$ cat src/design/mchp_cross.sv
// ----------------------------------------------------------------------------
// mchp_cross: turn test for the last chain edge
// Registers both cross product terms, then compares them: a right turn is
// (b - a) x (p - b) strictly negative.
// ----------------------------------------------------------------------------
module mchp_cross #(
  parameter int COORD_WIDTH = 16
) (
  input  logic                          clk_i,
  input  logic signed [COORD_WIDTH-1:0] a_x_i,
  input  logic signed [COORD_WIDTH-1:0] a_y_i,
  input  logic signed [COORD_WIDTH-1:0] b_x_i,
  input  logic signed [COORD_WIDTH-1:0] b_y_i,
  input  logic signed [COORD_WIDTH-1:0] p_x_i,
  input  logic signed [COORD_WIDTH-1:0] p_y_i,
  output logic                          right_turn_o
);

  localparam int DiffW = COORD_WIDTH + 1;
  localparam int ProdW = 2 * DiffW;

  logic signed [DiffW-1:0] d1x, d1y, d2x, d2y;
  logic signed [ProdW-1:0] lhs_q, lhs_d;
  logic signed [ProdW-1:0] rhs_q, rhs_d;

  // edge vectors, exact at one extra bit
  always_comb begin
    d1x = DiffW'(b_x_i) - DiffW'(a_x_i);
    d1y = DiffW'(b_y_i) - DiffW'(a_y_i);
    d2x = DiffW'(p_x_i) - DiffW'(b_x_i);
    d2y = DiffW'(p_y_i) - DiffW'(b_y_i);
    lhs_d = ProdW'(d1x) * ProdW'(d2y);
    rhs_d = ProdW'(d1y) * ProdW'(d2x);
  end

  always_ff @(posedge clk_i) begin
    lhs_q <= lhs_d;
    rhs_q <= rhs_d;
  end

  assign right_turn_o = lhs_q < rhs_q;

endmodule

$ cat config.mk
export PLATFORM = sky130hd
export DESIGN_NAME = mchp_cross
export DESIGN_NICKNAME = d
export VERILOG_FILES = /design/src/design/mchp_cross.sv
export SDC_FILE = /design/constraint.sdc
export NUM_CORES = 2
export LEC_CHECK = 0
export ABC_CLOCK_PERIOD_IN_PS = 9870
export BUFFER_PORTS_ARGS = -buffer_cell sky130_fd_sc_hd__buf_2
export CAP_MARGIN = 40
export CELL_PAD_IN_SITES_DETAIL_PLACEMENT = 2
export CELL_PAD_IN_SITES_GLOBAL_PLACEMENT = 2
export CORE_MARGIN = 2
export CORE_UTILIZATION = 42
export DETAILED_ROUTE_END_ITERATION = 6
export PLACE_DENSITY_LB_ADDON = 0.1
export REMOVE_ABC_BUFFERS = 1
export SETUP_SLACK_MARGIN = 0.2
export SLEW_MARGIN = 15
export SYNTH_ARGS = -nofsm -noshare
export SYNTH_HDL_FRONTEND = slang
export SYNTH_SLANG_ARGS = --single-unit
$ cat constraint.sdc
create_clock -name clk_i -period 9.87 [get_ports clk_i]
set_input_delay 0.4935 -clock clk_i [delete_from_list [all_inputs] [get_ports clk_i]]
set_output_delay 0.4935 -clock clk_i [all_outputs]
set_load 0.01 [all_outputs]
**Word-level counts from Yosys, hierarchy flattened**

Index checks and enable logic that the tools add are counted.

- Flip-flop bits (word level): 68
- Input bits: 97
- Output and inout bits: 1
- Word-level logic and storage cells: 9

- Add/sub/neg operators: 4
- $mul: 2
- $lt $le $gt $ge: 1

Operators by type and width:

| operator | count |
|---|---|
| $mul 17x17->34 | 2 |
| $sub 16x16->17 | 4 |
| $lt 34x34->1 | 1 |

**Logic depth before layout (Yosys ltp)**

- Depth in word-level cells: 2
- Mapped depth: 36
- Depth with buffers taken out: 35

**Least setup slack after synthesis**

No wires, ideal clock.

- Path type: in2reg
- Start: input port b_x_i[0]
- End: register lhs_q[33]
- Setup time: 0.121 ns
- Arrival time: 8.154 ns
- Data required time: 9.749 ns
- Slack: 1.595 ns
- Cell stages on the path: 36
- Buffers on the path: 2
- Path through: inv_1 > ha_1 > inv_1 > fa_1 > a21o_1 > a21oi_2 > o21ai_1 > a31o_1 > a21o_1 > a21o_1 > a21oi_1 > xnor2_1 > buf_2 > nand2_1 > fa_1 > inv_1 > fa_1 > inv_1 > fa_1 > inv_1 > fa_1 > inv_1 > fa_1 > inv_1 > fa_1 > ha_1 > clkbuf_1 > a2111oi_0 > o21ai_0 > nand2_1 > o31ai_1 > a31oi_1 > o211ai_1 > a31oi_1 > o21ai_0 > xnor2_1

- Cells in the longest elaborated chain, start to end: 2

RTL lines:

| element | line | RTL |
|---|---|---|
| start: declaration | 12 | `input logic signed [COORD_WIDTH-1:0] b_x_i,` |
| $sub 16x16->17 | 28 | `d1x = DiffW'(b_x_i) - DiffW'(a_x_i);` |
| $mul 17x17->34 | 32 | `lhs_d = ProdW'(d1x) * ProdW'(d2y);` |
| net lhs_d[33] | 23 | `logic signed [ProdW-1:0] lhs_q, lhs_d;` |
| end signal: assignment | 37 | `lhs_q <= lhs_d;` |
| end: declaration | 23 |  |

The timed path passes the listed nets, and every way through them passes these cells.

**Worst setup path after layout**

- Start: input port b_y_i[0]
- End: register lhs_q[33]

- Cells in the longest elaborated chain, start to end: 2

RTL lines:

| element | line | RTL |
|---|---|---|
| start: declaration | 13 | `input logic signed [COORD_WIDTH-1:0] b_y_i,` |
| $sub 16x16->17 | 31 | `d2y = DiffW'(p_y_i) - DiffW'(b_y_i);` |
| $mul 17x17->34 | 32 |  |
| net lhs_d[33] | 23 |  |

The timed path passes the listed nets, and every way through them passes these cells.

==> flow_summary.ini <==
[floorplan]
ios = 98
dieHeight_um = 257
die_x_um = 257
initial_core_util_pct = 42.6
die-area_um2 = 66100
coreArea_um2 = 63200
row_count = 92

[drt]
wl_per_cell_um = 24.3
drcViolationCount = 0
ant_nets = 0
viasPerCell = 5.43
finalWirelength_mm = 97.6
dr.pass1.iters = 5
vias = 21800
drtIter0Drc = 979

[critical_path]
slowest_delay_ns = 0.68
startpoint_type = input pin
cpMostUsedCell = fa_1
arrival_ns = 9.45
crit_type = in -> reg
worstSetupStartpoint = b_y_i[0]
slowest_stage = o21a_1
required_ns = 10.09
path_max_fanout = 17
endpoint_kind = flip-flop

[cts]
cts_buffers = 9
hold_buffers = 0
clkTransAtPathRegs_ns = 0.06
htree_levels = 3
cts_root_buf = clkbuf_16
clock_sinks = 68
clk_path_buf_depth = 2
cts_tree = yes

[grt]
antenna_found_initial = 3
grt_overflow_total = 0
grt_max_degree = 24
grtUsageTotal_pct = 30.7
first_global_vias = 26100
grt_pass1_wl_mm = 154

[yosys]
ys_seq_area_share_pct = 5.06
synth_warnings = 0
async_reset_ff_share_pct = 0
synth_ff_type = dfxtp_1
syn_area_per_cell_um2 = 8.87
yosys_register_bits = 68
synthDistinctLibCells = 81
syn-instance-count = 3034
synth_edf_count = 0
syn_area_um2 = 26900

[min_path]
hold_start = b_y_i[0]
hold_class = in -> reg
holdPathStages = 4
holdPathEnd = lhs_q[0]$_DFF_P_

[timing]
final.period_utilization_pct = 93.5
fin_crit_ns = 9.23
hold_violations = 0
tightest_slew_ns = 0.898
relSlewSlack_pct = 39.9
rsz0062_at_grt = no
fmax_mhz = 108
slew_violations = 0
totalNegativeSetupSlack_ns = 0
setup_violations = 0

[layout]
fillers = 6945
nets = 4129
syn_to_final_growth_pct = 8.81
regArea_um2 = 1360
multi_input_area_um2 = 22500
post-route-util_pct = 46.3
drive_gt1_share_pct = 8.29

[run]
maxCapViolations = 0

[place]
dp.final_hpwl_mm = 85.2
portBuffers = 97
place.gp.congestion = 0.894

[status]
outcome = finished clean
==> sequential cells by signal (all words and copies together), names as in the netlist <==
name   flops
rhs_q     34
lhs_q     34
==> area by class of cell <==
type | count | share of cell area (%)
tap | 846 | 3.62
clock inverter | 6 | 0.137
multi-input combinational | 2144 | 76.7
clock buffer | 10 | 0.816
timing repair buffer | 203 | 4.56
sequential | 68 | 4.65
inverter | 743 | 9.53
antenna | 1 | 0.00855
==> synth_stat cells (26+ instances only) <==
cell type / instances / area [um^2]
nor3_1: 36 / 180
nand3_1: 62 / 310
nand2_1: 283 / 1060
xor2_1: 36 / 315
a21o_1: 38 / 285
inv_1: 741 / 2780
nor2b_1: 36 / 225
xnor2_1: 102 / 893
ha_1: 267 / 3340
and2_1: 26 / 163
nor2_1: 259 / 972
dfxtp_1: 68 / 1360
o21a_1: 29 / 218
fa_1: 596 / 11900
clkbuf_1: 57 / 214
a21oi_1: 70 / 350
o21ai_0: 48 / 240
==> worst max-delay path by stage <==
| stage | to | slack [ns] | cells past startpoint |
|---|---|---|---|
| 6_report | lhs_q[33]$_DFF_P_ | 0.64 | 33 |
| 5_1_grt | lhs_q[33]$_DFF_P_ | 0.25 | 36 |
| 4_1_cts | rhs_q[32]$_DFF_P_ | 0.57 | 33 |
| 3_5_place_dp | rhs_q[32]$_DFF_P_ | 0.25 | 33 |
| 3_3_place_gp | rhs_q[32]$_DFF_P_ | 0.26 | 32 |
| 2_1_floorplan | lhs_q[32]$_DFF_P_ | 1.63 | 33 |
==> logic make-up (layout without fill, tap and decap cells) <==
family | count (synthesis) | count (layout) | synth area share (%)
DFF | 68 | 68 | 5.06
buffers and inverters | 822 | 962 | 11.6
AOI/OAI and AO/OA | 325 | 325 | 8.26
other | 0 | 1 | 0
muxes | 4 | 4 | 0.149
and+or+nand+nor | 814 | 814 | 13.7
xor gates and xnor gates | 138 | 138 | 4.49
adders and majority gates | 863 | 863 | 56.8
==> layout by cell type, fill, tap and decap left out, types with 7 or more instances in the layout <==
cell type / instances
a211oi_1: 16
a21boi_1: 8
a21o_1: 38
a21oi_1: 70
a31oi_1: 17
and2_1: 26
and3_1: 13
buf_2: 97
buf_4: 96
clkbuf_16: 9
dfxtp_1: 68
fa_1: 596
ha_1: 267
inv_1: 741
nand2_1: 283
nand2b_1: 25
nand3_1: 62
nand4_1: 13
nor2_1: 259
nor2b_1: 36
nor3_1: 36
nor4_1: 7
o211ai_1: 23
o21a_1: 29
o21ai_0: 48
o21ai_1: 14
o21bai_1: 12
or2_2: 14
or3_1: 11
xnor2_1: 99
xor2_1: 36
==> through the flow <==
stage / hold slack (ns) / instance area [um^2] / std cells / setup slack, ns
floorplan: 0.903 / 26600 / 2955 / 1.63
finish: 0.772 / 29300 / 4021 / 0.637
CTS: 0.761 / 29200 / 4016 / 0.575
global route: 0.788 / 29300 / 4020 / 0.250
global placement: 1.09 / 28800 / 3983 / 0.257
detailed placement: 1.12 / 28900 / 4000 / 0.247
==> metal layers <==
metal,part of all wire (%),up-vias,global-route usage (%)
li1,-,9504,-
met5,0,-,0
met1,43,11700,40.4
met3,3.6,140,2.57
met2,50,529,54.1
met4,3.2,0,8.83
==> what timing repair did <==
action                     4_1_cts  5_1_grt
setup endpoints to repair        0        1
buffers inserted                 0        0
gates resized for setup          0        1
==> critical path: cells and delay by family <==
kind | cells | cell delay (ns)
adder cells (fa/ha/maj) | 9 | 3.99
XOR/XNOR | 1 | 0.15
AO/OA/AOI/OAI | 15 | 4.15
AND/OR/NAND/NOR | 2 | 0.28
buffers and inverters | 6 | 0.39
Power is left out: the tool's default activity adds up to more than one toggle a clock period on the data nets, which glitch-free logic cannot reach.
