--- src/design/mchp_pkg.sv ---
// ----------------------------------------------------------------------------
// mchp_pkg: shared definitions for the monotone chain hull pass unit
// Command codes and the stack control group passed from the sequencer to
// the top-of-stack cells.
// ----------------------------------------------------------------------------
package mchp_pkg;

  // command field codes
  localparam logic [1:0] CMD_CLEAR = 2'd0;
  localparam logic [1:0] CMD_ADD   = 2'd1;
  localparam logic [1:0] CMD_READ  = 2'd2;

  // shift controls for the top-of-stack cell chain
  typedef struct packed {
    logic push;  // shift toward the bottom, new entry enters at the top
    logic pop;   // shift toward the top, refill from below
  } stack_ctrl_t;

endpackage

--- src/design/mchp_cell.sv ---
// ----------------------------------------------------------------------------
// mchp_cell: one top-of-stack cell
// Holds one chain point; takes its upper neighbor's point on a push and its
// lower neighbor's point on a pop.
// ----------------------------------------------------------------------------
module mchp_cell #(
  parameter int COORD_WIDTH = 16
) (
  input  logic                          clk_i,
  input  mchp_pkg::stack_ctrl_t         ctrl_i,
  input  logic signed [COORD_WIDTH-1:0] up_x_i,
  input  logic signed [COORD_WIDTH-1:0] up_y_i,
  input  logic signed [COORD_WIDTH-1:0] down_x_i,
  input  logic signed [COORD_WIDTH-1:0] down_y_i,
  output logic signed [COORD_WIDTH-1:0] x_o,
  output logic signed [COORD_WIDTH-1:0] y_o
);

  logic signed [COORD_WIDTH-1:0] x_q, x_d;
  logic signed [COORD_WIDTH-1:0] y_q, y_d;

  // neighbor select
  always_comb begin
    x_d = x_q;
    y_d = y_q;
    if (ctrl_i.push) begin
      x_d = up_x_i;
      y_d = up_y_i;
    end else if (ctrl_i.pop) begin
      x_d = down_x_i;
      y_d = down_y_i;
    end
  end

  always_ff @(posedge clk_i) begin
    x_q <= x_d;
    y_q <= y_d;
  end

  assign x_o = x_q;
  assign y_o = y_q;

endmodule

--- config.mk ---
export PLATFORM = sky130hd
export DESIGN_NAME = mchp_cell
export DESIGN_NICKNAME = d
export VERILOG_FILES = /design/src/design/mchp_pkg.sv /design/src/design/mchp_cell.sv
export SDC_FILE = /design/constraint.sdc
export NUM_CORES = 1
export LEC_CHECK = 0
export BUFFER_PORTS_ARGS = -buffer_cell sky130_fd_sc_hd__buf_4
export CORE_MARGIN = 4
export CORE_UTILIZATION = 46
export CTS_BUF_LIST = sky130_fd_sc_hd__clkbuf_8
export DETAILED_ROUTE_END_ITERATION = 16
export GPL_TIMING_DRIVEN = 1
export PLACE_DENSITY = 0.93
export SETUP_SLACK_MARGIN = 0.5
export SLEW_MARGIN = 20
export SYNTH_ARGS = -nofsm -noshare
export SYNTH_HDL_FRONTEND = slang
export SYNTH_SLANG_ARGS = --single-unit
--- constraint.sdc ---
create_clock -name clk_i -period 3.54 [get_ports clk_i]
set_input_delay 0.708 -clock clk_i [delete_from_list [all_inputs] [get_ports clk_i]]
set_output_delay 0.708 -clock clk_i [all_outputs]
set_load 0.02 [all_outputs]
Word-level counts from Yosys, hierarchy flattened
Index checks and enable logic that the tools add are counted.
Widths: inputs -> output; s select.
{ "classes": {"mux": 4, "reduce_logical": 1} }
{ "ops": {"columns": ["operator", "count"], "rows": [
  ["$mux 16", 4],
  ["$reduce_bool 2->1", 1]
]} }
{ "word_totals": {"ff_bits": 32, "input_bits": 67, "wordCells": 7} }

Longest topological paths before layout
Gate-level depths: netlist (run 1).
{ "depth": {"depth_word": 2, "mapped_depth": 3} }

Worst setup path before layout (run 1)
Ideal clock, no wire load.
{ "synth_timing": {"path_type": "input to register", "start": "in ctrl_i[1] in the netlist's numbering", "end": "reg x_q[0] (netlist: x_o[0]), enable pin", "setup_time_ps": 390, "arrival_ps": 1730, "path_slack_ps": 1419, "path_stages": 3, "n_path_buf": 2, "path_cell_list": "buf_6 buf_12 or2_1"} }
{ "synth_via": {"elab_chain_cells": 1} }
{ "synth_rtl": {"columns": ["element", "line_no", "rtl"], "rows": [
  ["start: declaration", "mchp_cell.sv:10", "input mchp_pkg::stack_ctrl_t ctrl_i,"],
  ["$reduce_bool 2->1 (no source line)", null, null],
  ["end signal: assignment", "mchp_cell.sv:36", "x_q <= x_d;"],
  ["end: declaration", "mchp_cell.sv:19", "logic signed [COORD_WIDTH-1:0] x_q, x_d;"]
]} }
Every way passes these cells.
A chain may end at the register's enable or synchronous reset.

Worst setup path after layout (run 1)
{ "layout_timing": {"start": "in ctrl_i[1] in the netlist's numbering", "end": "reg x_q[9] (netlist: x_o[9]), enable pin"} }
The elaborated chain is that of the path after synthesis.

==> metrics.yaml, run 1 <==
run_status:
  outcome: "finished, final reports clean"
sta:
  layout_setup_ws_ps: 1411
  period_needed_ps: 2129
  final-max-slew-violation-count: 0
  tightest_slew_ps: 580.1
  grt_setup_unrepaired: "no"
  fin_tns_setup_ps: 0
  min_period_over_period_pct: 60.15
  finalHoldViolCount: 0
  relSlewSlack_pct: 61.33
  fmax_mhz: 469.6
  finalSetupViolCount: 0
final_layout:
  area_growth_pct: 53.69
  diodes: 0
  stdcell_area_um2: 2317
  fillers: 214
  multi_input_area_um2: 475.5
  seq_area_um2: 960.9
  fin_nets: 238
  drive_gt1_share_pct: 80.23
yosys:
  synthTopCellsByCount: "edfxtp_1, mux2_4, buf_12, mux2_2"
  ys_seq_area_share_pct: 63.73
  synth_top_area_share_pct: 63.73
  netlist_area_um2: 1508
  ys_seq_elements: 32
  synthArstFlopShare_pct: 0
  synth_edf_count: 32
  syn_avg_cell_area_um2: 21.85
  synth_top_area_cell: "edfxtp_1"
  synthCells: 69
  synthTopCellsByArea: "edfxtp_1, mux2_4, buf_12, mux2_2, buf_6"
  synth.distinct_cells: 6
  synth_nets: 136
  synth-main-ff-cell: "edfxtp_1"
  ys.warnings.count: 0
  yosysMostFrequentCell: "edfxtp_1"
global_route:
  grt_pass1_vias: 1121
  top_usage_layer: "met2"
  grt_pass1_wl_um: 5561
  gr-usage-met1_pct: 17.26
  use_met2_pct: 34.26
  grt-ovfl-total: 0
  grt.total_usage_pct: 18.23
  grt_start_max_net_pins: 34
  grt_antenna_before_repair: 0
  use_met3_pct: 6.154
die:
  rows: 20
  io_pins: 99
  die_w_um: 65.25
  die_height_um: 65.25
  die_area_um2: 4258
  initial_utilization_pct: 48.59
  core-area_um2: 3103
hold_path:
  hold_class: "input port to register"
route:
  antenna_left: 0
  wl_per_cell_um: 17.39
  drtIter0Drc: 49
  vias: 1017
  viasPerCell: 4.708
  finalWirelength_um: 3757
  drc: 0
  firstDrtPassIters: 4
critical_path:
  path_class: "input port to register"
  crit_family: "buffers and inverters"
  worstSetupEndpointType: "register"
  cp_num_buf_inv: 2
  crit_required_ps: 3510
  cpMostUsedCell: "buf_4"
  critPathArrivalTime_ps: 2100
  cpMaxStageDelayCell: "or2_1"
  cp_cell_sequence: "buf_4 -> or2_1 -> buf_4"
  start_kind: "input port"
  critPathMaxStageDelay_ps: 560
  path_max_fanout: 33
clock_tree:
  post_cts_buffers: 0
  clock_sinks: 32
  ctsHoldBuffers: 0
  cts_made_buffers: 5
  htree_levels: 2
  cts_resized: 0
  clk_path_buf_depth: 2
  clk_pin_slew_ps: 60
  cts-root-buf: "clkbuf_8"
  cts_tree: "yes"
power_and_ir_drop:
  power_density_nw_per_um2: 422.2
  power_uw: 978.4
  cellLeakagePower_uw: 0.001098
  peakVddDrop_uv: 290.4
flow_run:
  drv_cap: 0
place:
  place_congestion: 0.7420
  portBuffers: 98
  dpl_cell_area_um2: 2235
  dp_slack_ps: 1077
==> layout by cell type (no fill, tap or decap), drive strengths merged <==
cell type / count
clkbuf: 5
edfxtp: 32
buf: 99
mux2: 32
or2: 1
clkinv: 3
==> registers in the layout, indices dropped and copies added, names as in the netlist <==
signal / cells
x_o: 16
y_o: 16
==> logic make-up after synthesis <==
family	share of synthesized area, %
multiplexers	31.12
flip-flops	63.73
buffers and inverters	4.730
AND/OR/NAND/NOR	0.4152
==> cell type report <==
cell class	instances	area share [%]
Multi-Input combinational cell	33	20.52
Clock buffer	5	2.970
Sequential cell	32	41.47
Timing Repair Buffer	99	32.07
Clock inverter	3	0.5940
Tap cell	44	2.376
==> power breakdown <==
group          internal, uW  switching, uW  leakage, uW
Combinational           136            106     0.000727
Clock                   133            125    0.0000453
Sequential              466           12.0     0.000326
==> stage by stage <==
| step | util, % | hold WS, ps | instances |
|---|---|---|---|
| finish | 74.68 | 727.9 | 216 |
| global route | 74.68 | 713.7 | 216 |
| CTS | 74.68 | 719.2 | 216 |
| detailed placement | 72.02 | 1012 | 208 |
| global placement | 72.02 | 1009 | 208 |
| floorplan | - | 925.5 | 69 |
==> metal layers <==
layer	vias up	share of wire, %
li1	471	-
met1	474	33
met2	64	57
met3	8	8.5
met4	0	2.3
met5	-	0
==> worst paths after layout <==
kind	cells past startpoint	start	end
setup / recovery	3	ctrl_i[1]	x_o[9]
hold / removal	2	up_y_i[4]	y_o[4]
(Power assumes the default switching activity.)
==> run 2: changes to the inputs <==
- CORE_UTILIZATION: 46 -> 39
- PLACE_DENSITY: 0.93 -> 0.84
- clock period: 3.54 -> 1.8 ns (I/O delays scaled with it)
==> run 2 against run 1 <==
  * Worst hold slack lost 350 ps
  * Clock power increased to 2.6 times the previous value
  * Global-route usage is 3.9 points lower
  * Largest power group unchanged
  * Final area rose by 1.9%
  * Sequential power increased by 96%
  * Die area up 16%
  * Routed wire length decreased by 5.4%
  * Power rose by 110%
  * Critical path type is now register to output pin
  * Largest cell class unchanged
  * Sequential share of layout area shrank 0.79 points
==> metrics.yaml, run 2 (synthesis results as in run 1) <==
route:
  viasPerCell: 4.595  # -2.4%
  drtIter0Drc: 64  # +31%
  wl_per_cell_um: 16.15  # -7.1%
  finalWirelength_um: 3554  # -5.4%
  vias: 1011  # -0.59%
  drc: 0  # unchanged
  antenna_left: 0  # unchanged
  firstDrtPassIters: 4  # unchanged
clock_tree:
  ctsHoldBuffers: 0  # unchanged
  cts_made_buffers: 5  # unchanged
  clk_path_buf_depth: 2  # unchanged
  cts_tree: "yes"
  cts-root-buf: "clkbuf_8"
  post_cts_buffers: 0  # unchanged
  cts_resized: 0  # unchanged
  clk_pin_slew_ps: 70  # about the same
  clock_sinks: 32  # unchanged
  htree_levels: 2  # unchanged
global_route:
  grt_antenna_before_repair: 0  # unchanged
  gr-usage-met1_pct: 13.92  # -3.3 points
  grt_start_max_net_pins: 33  # -2.9%
  use_met2_pct: 26.23  # -8.0 points
  top_usage_layer: "met2"
  grt.total_usage_pct: 14.33  # -3.9 points
  grt_pass1_vias: 1118  # -0.27%
  grt_pass1_wl_um: 5306  # -4.6%
  use_met3_pct: 5.468  # -0.69 points
  grt-ovfl-total: 0  # unchanged
critical_path:
  critPathMaxStageDelay_ps: 390  # -170 ps
  path_class: "register to output pin"
  cpMaxStageDelayCell: "edfxtp_1"
  cp_num_buf_inv: 1  # -1
  path_max_fanout: 1  # -97%
  crit_family: "flip-flops"
  crit_required_ps: 1440  # -2070 ps
  cp_cell_sequence: "buf_4"
  critPathArrivalTime_ps: 840  # -1260 ps
  start_kind: "register"
  worstSetupEndpointType: "output pin"
sta:
  grt_setup_unrepaired: "no"
  period_needed_ps: 1199
  fmax_mhz: 834.1
  finalSetupViolCount: 0  # unchanged
  min_period_over_period_pct: 66.61
  finalHoldViolCount: 0  # unchanged
  fin_tns_setup_ps: 0  # unchanged
  tightest_slew_ps: 439.6  # -140.5 ps
  relSlewSlack_pct: 70.69  # +9.4 points
  final-max-slew-violation-count: 0  # unchanged
place:
  place_inst: 212  # +1.9%
  portBuffers: 98  # unchanged
  place_congestion: 0.7443  # +0.31%
run_status:
  outcome: "finished, final reports clean"
die:
  die_area_um2: 4925  # +16%
  core-area_um2: 3689  # +19%
  io_pins: 99  # unchanged
  die_height_um: 70.18  # +7.5%
  initial_utilization_pct: 40.88  # -7.7 points
  die_w_um: 70.18  # +7.5%
  rows: 22  # +10%
final_layout:
  multi_input_area_um2: 478.0  # +0.53%
  final_util_pct: 64.04  # -11 points
  fillers: 287  # +34%
  fin_cells: 220  # +1.9%
  final_cell_mix: "buf_4, edfxtp_1, mux2_4"
  seq_area_um2: 960.9  # unchanged
  fin_nets: 238  # unchanged
  drive_gt1_share_pct: 80.81  # +0.58 points
  diodes: 0  # unchanged
  area_growth_pct: 56.68
  final_common_cell: "buf_4"
power_and_ir_drop:
  power_uw: 2077  # +110%
  peakVddDrop_uv: 371.7  # +28%
  power_density_nw_per_um2: 879.2  # +110%
  cellLeakagePower_uw: 0.001119  # +1.9%
hold_path:
  hold_class: "input port to register"
flow_run:
  drv_cap: 0  # unchanged
## run 2: final timing paths
path | from | cells after the start | slack [ps] | end
setup / recovery | y_o[1] | 1 | 600 | y_o[1]
hold / removal | up_y_i[1] | 2 | 370 | y_o[1]
## run 2: final cells by class
class,instances,area share [%]
clock buffer,5,2.913
clock inverter,3,1.642
timing repair buffer,99,31.99
multi-input combinational,33,20.23
sequential,32,40.68
tap,48,2.542
## run 2: layer usage
layer  wire [um]  part of all wire (%)
met1        1290                    36
met2        1875                    53
met3         328                   9.2
met4          58                   1.6
met5           0                     0
## run 2: per-stage QoR
stage / hold slack (ps) / instance area [um^2] / setup slack, ps
global route: 359.0 / 2362 / 557.6
CTS: 365.5 / 2362 / 585.7
detailed placement: 664.4 / 2255 / 381.8
finish: 374.7 / 2362 / 601.1
global placement: 660.6 / 2255 / 401.6
floorplan: 577.5 / 1510 / 511.0
## run 2: where the power goes
part           switching (uW)  internal (uW)
clock network             258            405
logic                     204            271
registers                23.5            916
==> run 3: changes to the inputs <==
- ABC_AREA: not set -> 1
- CORE_UTILIZATION: 39 -> 42
- PLACE_DENSITY: 0.84 -> 0.88
- clock period: 1.8 -> 1.2 ns (I/O delays scaled with it)
==> run 3 against run 2 <==
  * Global-route usage rose by 4.6 points
  * Final cell count up 30%
  * Non-clock buffer count up 2
  * Clock power rose by 15%
  * Flip-flop and latch count is the same
  * Sequential share of layout area shrank 0.38 points
  * Final area increased by 0.95%
  * Power increased by 42%
  * Critical path type unchanged
==> metrics.yaml, run 3 <==
global_route:
  grt_pass1_wl_um: 5934  # +12%
  grt_pass1_vias: 1260  # +13%
  grt-ovfl-total: 0  # unchanged
  grt_start_max_net_pins: 33  # unchanged
  grt.total_usage_pct: 18.90  # +4.6 points
  grt_antenna_before_repair: 0  # unchanged
power_and_ir_drop:
  peakVddDrop_uv: 779.7  # +110%
  cellLeakagePower_uw: 0.001201  # +7.3%
  power_uw: 2941  # +42%
  power_density_nw_per_um2: 1233  # +40%
final_layout:
  diodes: 0  # unchanged
  final_cell_mix: "nand2_1, buf_4, buf_6"
  drive_gt1_share_pct: 46.69  # -34 points
  final_common_cell: "nand2_1"
  final_util_pct: 76.24  # +12 points
  area_growth_pct: 70.18
  fin_nets: 308  # +29%
clock_tree:
  ctsHoldBuffers: 0  # unchanged
  cts-root-buf: "clkbuf_8"
  post_cts_buffers: 0  # unchanged
  cts_made_buffers: 5  # unchanged
  clk_path_buf_depth: 2  # unchanged
  clk_pin_slew_ps: 60  # about the same
  htree_levels: 2  # unchanged
  cts_tree: "yes"
  clock_sinks: 32  # unchanged
sta:
  min_period_over_period_pct: 88.41
  finalHoldViolCount: 0  # unchanged
  fmax_mhz: 942.6
  relSlewSlack_pct: 83.73  # +13 points
  period_needed_ps: 1061
  layout_setup_ws_ps: 139.0  # -462.1 ps
  tightest_slew_ps: 244.1  # -195.5 ps
  final-max-slew-violation-count: 0  # unchanged
  finalSetupViolCount: 0  # unchanged
  grt_setup_unrepaired: "yes"
  fin_tns_setup_ps: 0  # unchanged
  hold-worst-slack_ps: 225.7  # -149.1 ps
route:
  vias: 1303  # +29%
  drc: 0  # unchanged
  viasPerCell: 4.556  # -0.86%
  firstDrtPassIters: 4  # unchanged
  drtIter0Drc: 48  # -25%
  finalWirelength_um: 3962  # +11%
  antenna_left: 0  # unchanged
  wl_per_cell_um: 13.85  # -14%
die:
  die_area_um2: 4324  # -12%
  core-area_um2: 3128  # -15%
  io_pins: 99  # unchanged
  die_w_um: 65.76  # -6.3%
  initial_utilization_pct: 44.80  # +3.9 points
  rows: 20  # -9.1%
  die_height_um: 65.76  # -6.3%
yosys:
  ys_seq_elements: 32  # unchanged
  netlist_area_um2: 1401  # -7.1%
  synth_top_area_cell: "edfxtp_1"
  synthArstFlopShare_pct: 0  # unchanged
  synthTopCellsByCount: "nand2_1, edfxtp_1, buf_6"
  synth-main-ff-cell: "edfxtp_1"
  yosysMostFrequentCell: "nand2_1"
  synthCells: 137  # +99%
  synth_edf_count: 32  # unchanged
  synth.distinct_cells: 6  # unchanged
  synth_nets: 204  # +50%
  synthTopCellsByArea: "edfxtp_1, nand2_1, buf_6, buf_4, inv_4"
  syn_avg_cell_area_um2: 10.23  # -53%
  ys.warnings.count: 0  # unchanged
  ys_seq_area_share_pct: 68.57  # +4.8 points
  synth_top_area_share_pct: 68.57  # +4.8 points
critical_path:
  cpMaxStageDelayCell: "edfxtp_1"
  cp_num_buf_inv: 1  # unchanged
  cp_cell_sequence: "buf_6"
  critPathArrivalTime_ps: 820  # -20 ps
  path_class: "register to output pin"
  critPathMaxStageDelay_ps: 400  # about the same
  crit_cells: 1  # unchanged
  path_max_fanout: 1  # unchanged
  worstSetupEndpointType: "output pin"
  crit_required_ps: 960  # -480 ps
  worstSetupEndpoint: "x_o[13]"
  crit_path_start: "x_o[13]"
  start_kind: "register"
  crit_family: "flip-flops"
hold_path:
  whs_path_depth: 3  # +1
  hold_class: "input port to register"
place:
  hpwl_um: 2797
  dp_slack_ps: 61.58  # -320.3 ps
  place_congestion: 0.7449  # about the same
  portBuffers: 98  # unchanged
flow_run:
  drv_cap: 0  # unchanged
run_status:
  outcome: "finished, final reports clean"
==> run 3: changes by cell type after synthesis <==
cell and delta:
mux2_4 -29, nand2_1 +96, buf_12 -3, inv_4 +1, buf_6 +3, or2_1 -1, or2_2 +1, buf_4 +3
mux2_2 -3
==> run 3: power by group <==
| group | leakage, uW | internal (uW) | total (uW) | switching [uW] |
|---|---|---|---|---|
| clock | 0.0000453 | 393 | 764 | 371 |
| combinational | 0.000826 | 404 | 747 | 343 |
| sequential | 0.000330 | 1380 | 1430 | 53.4 |
==> run 3: how the worst min path moves through the flow <==
stage	to	slack, ps	start
after global routing	x_o[14]	220	down_x_i[14]
final	y_o[5]	230	down_y_i[5]
after detailed placement	y_o[5]	510	down_y_i[5]
after CTS	y_o[2]	220	down_y_i[2]
after global placement	y_o[8]	510	down_y_i[8]
after floorplan	x_o[0]	420	down_x_i[0]
==> run 3: final cells by class <==
type,count,area [um^2]
inverter,1,8.758
sequential,32,960.9
multi-input combinational,100,395.4
clock inverter,3,13.76
timing repair buffer,101,882.1
tap,44,55.05
clock buffer,5,68.82
fill,208,743.2
==> run 3: metrics by stage <==
stage,std cells,cell area [um^2]
after global placement,275,2150
after CTS,286,2371
after floorplan,137,1408
final,286,2385
after global routing,286,2385
after detailed placement,275,2150
==> run 3: cells by family (layout without fill, tap and decap cells) <==
group,after synthesis,after routing,share of synthesized area (%)
flops,32,32,68.57
simple gates,97,100,26.16
buf+inv,8,110,5.268
==> run 3: per-layer routing <==
metal	vias up	track usage [%]	share of wire, %
li1	649	-	-
met1	585	19.58	36
met2	62	34.92	54
met3	7	5.128	8.4
met4	0	8.549	1.9
met5	-	0	0
==> run 3: repair_timing <==
action                     in CTS  in global routing
pin swaps                       2                  0
setup endpoints to repair      64                 62
cloned                          3                  0
resized for setup              33                  4
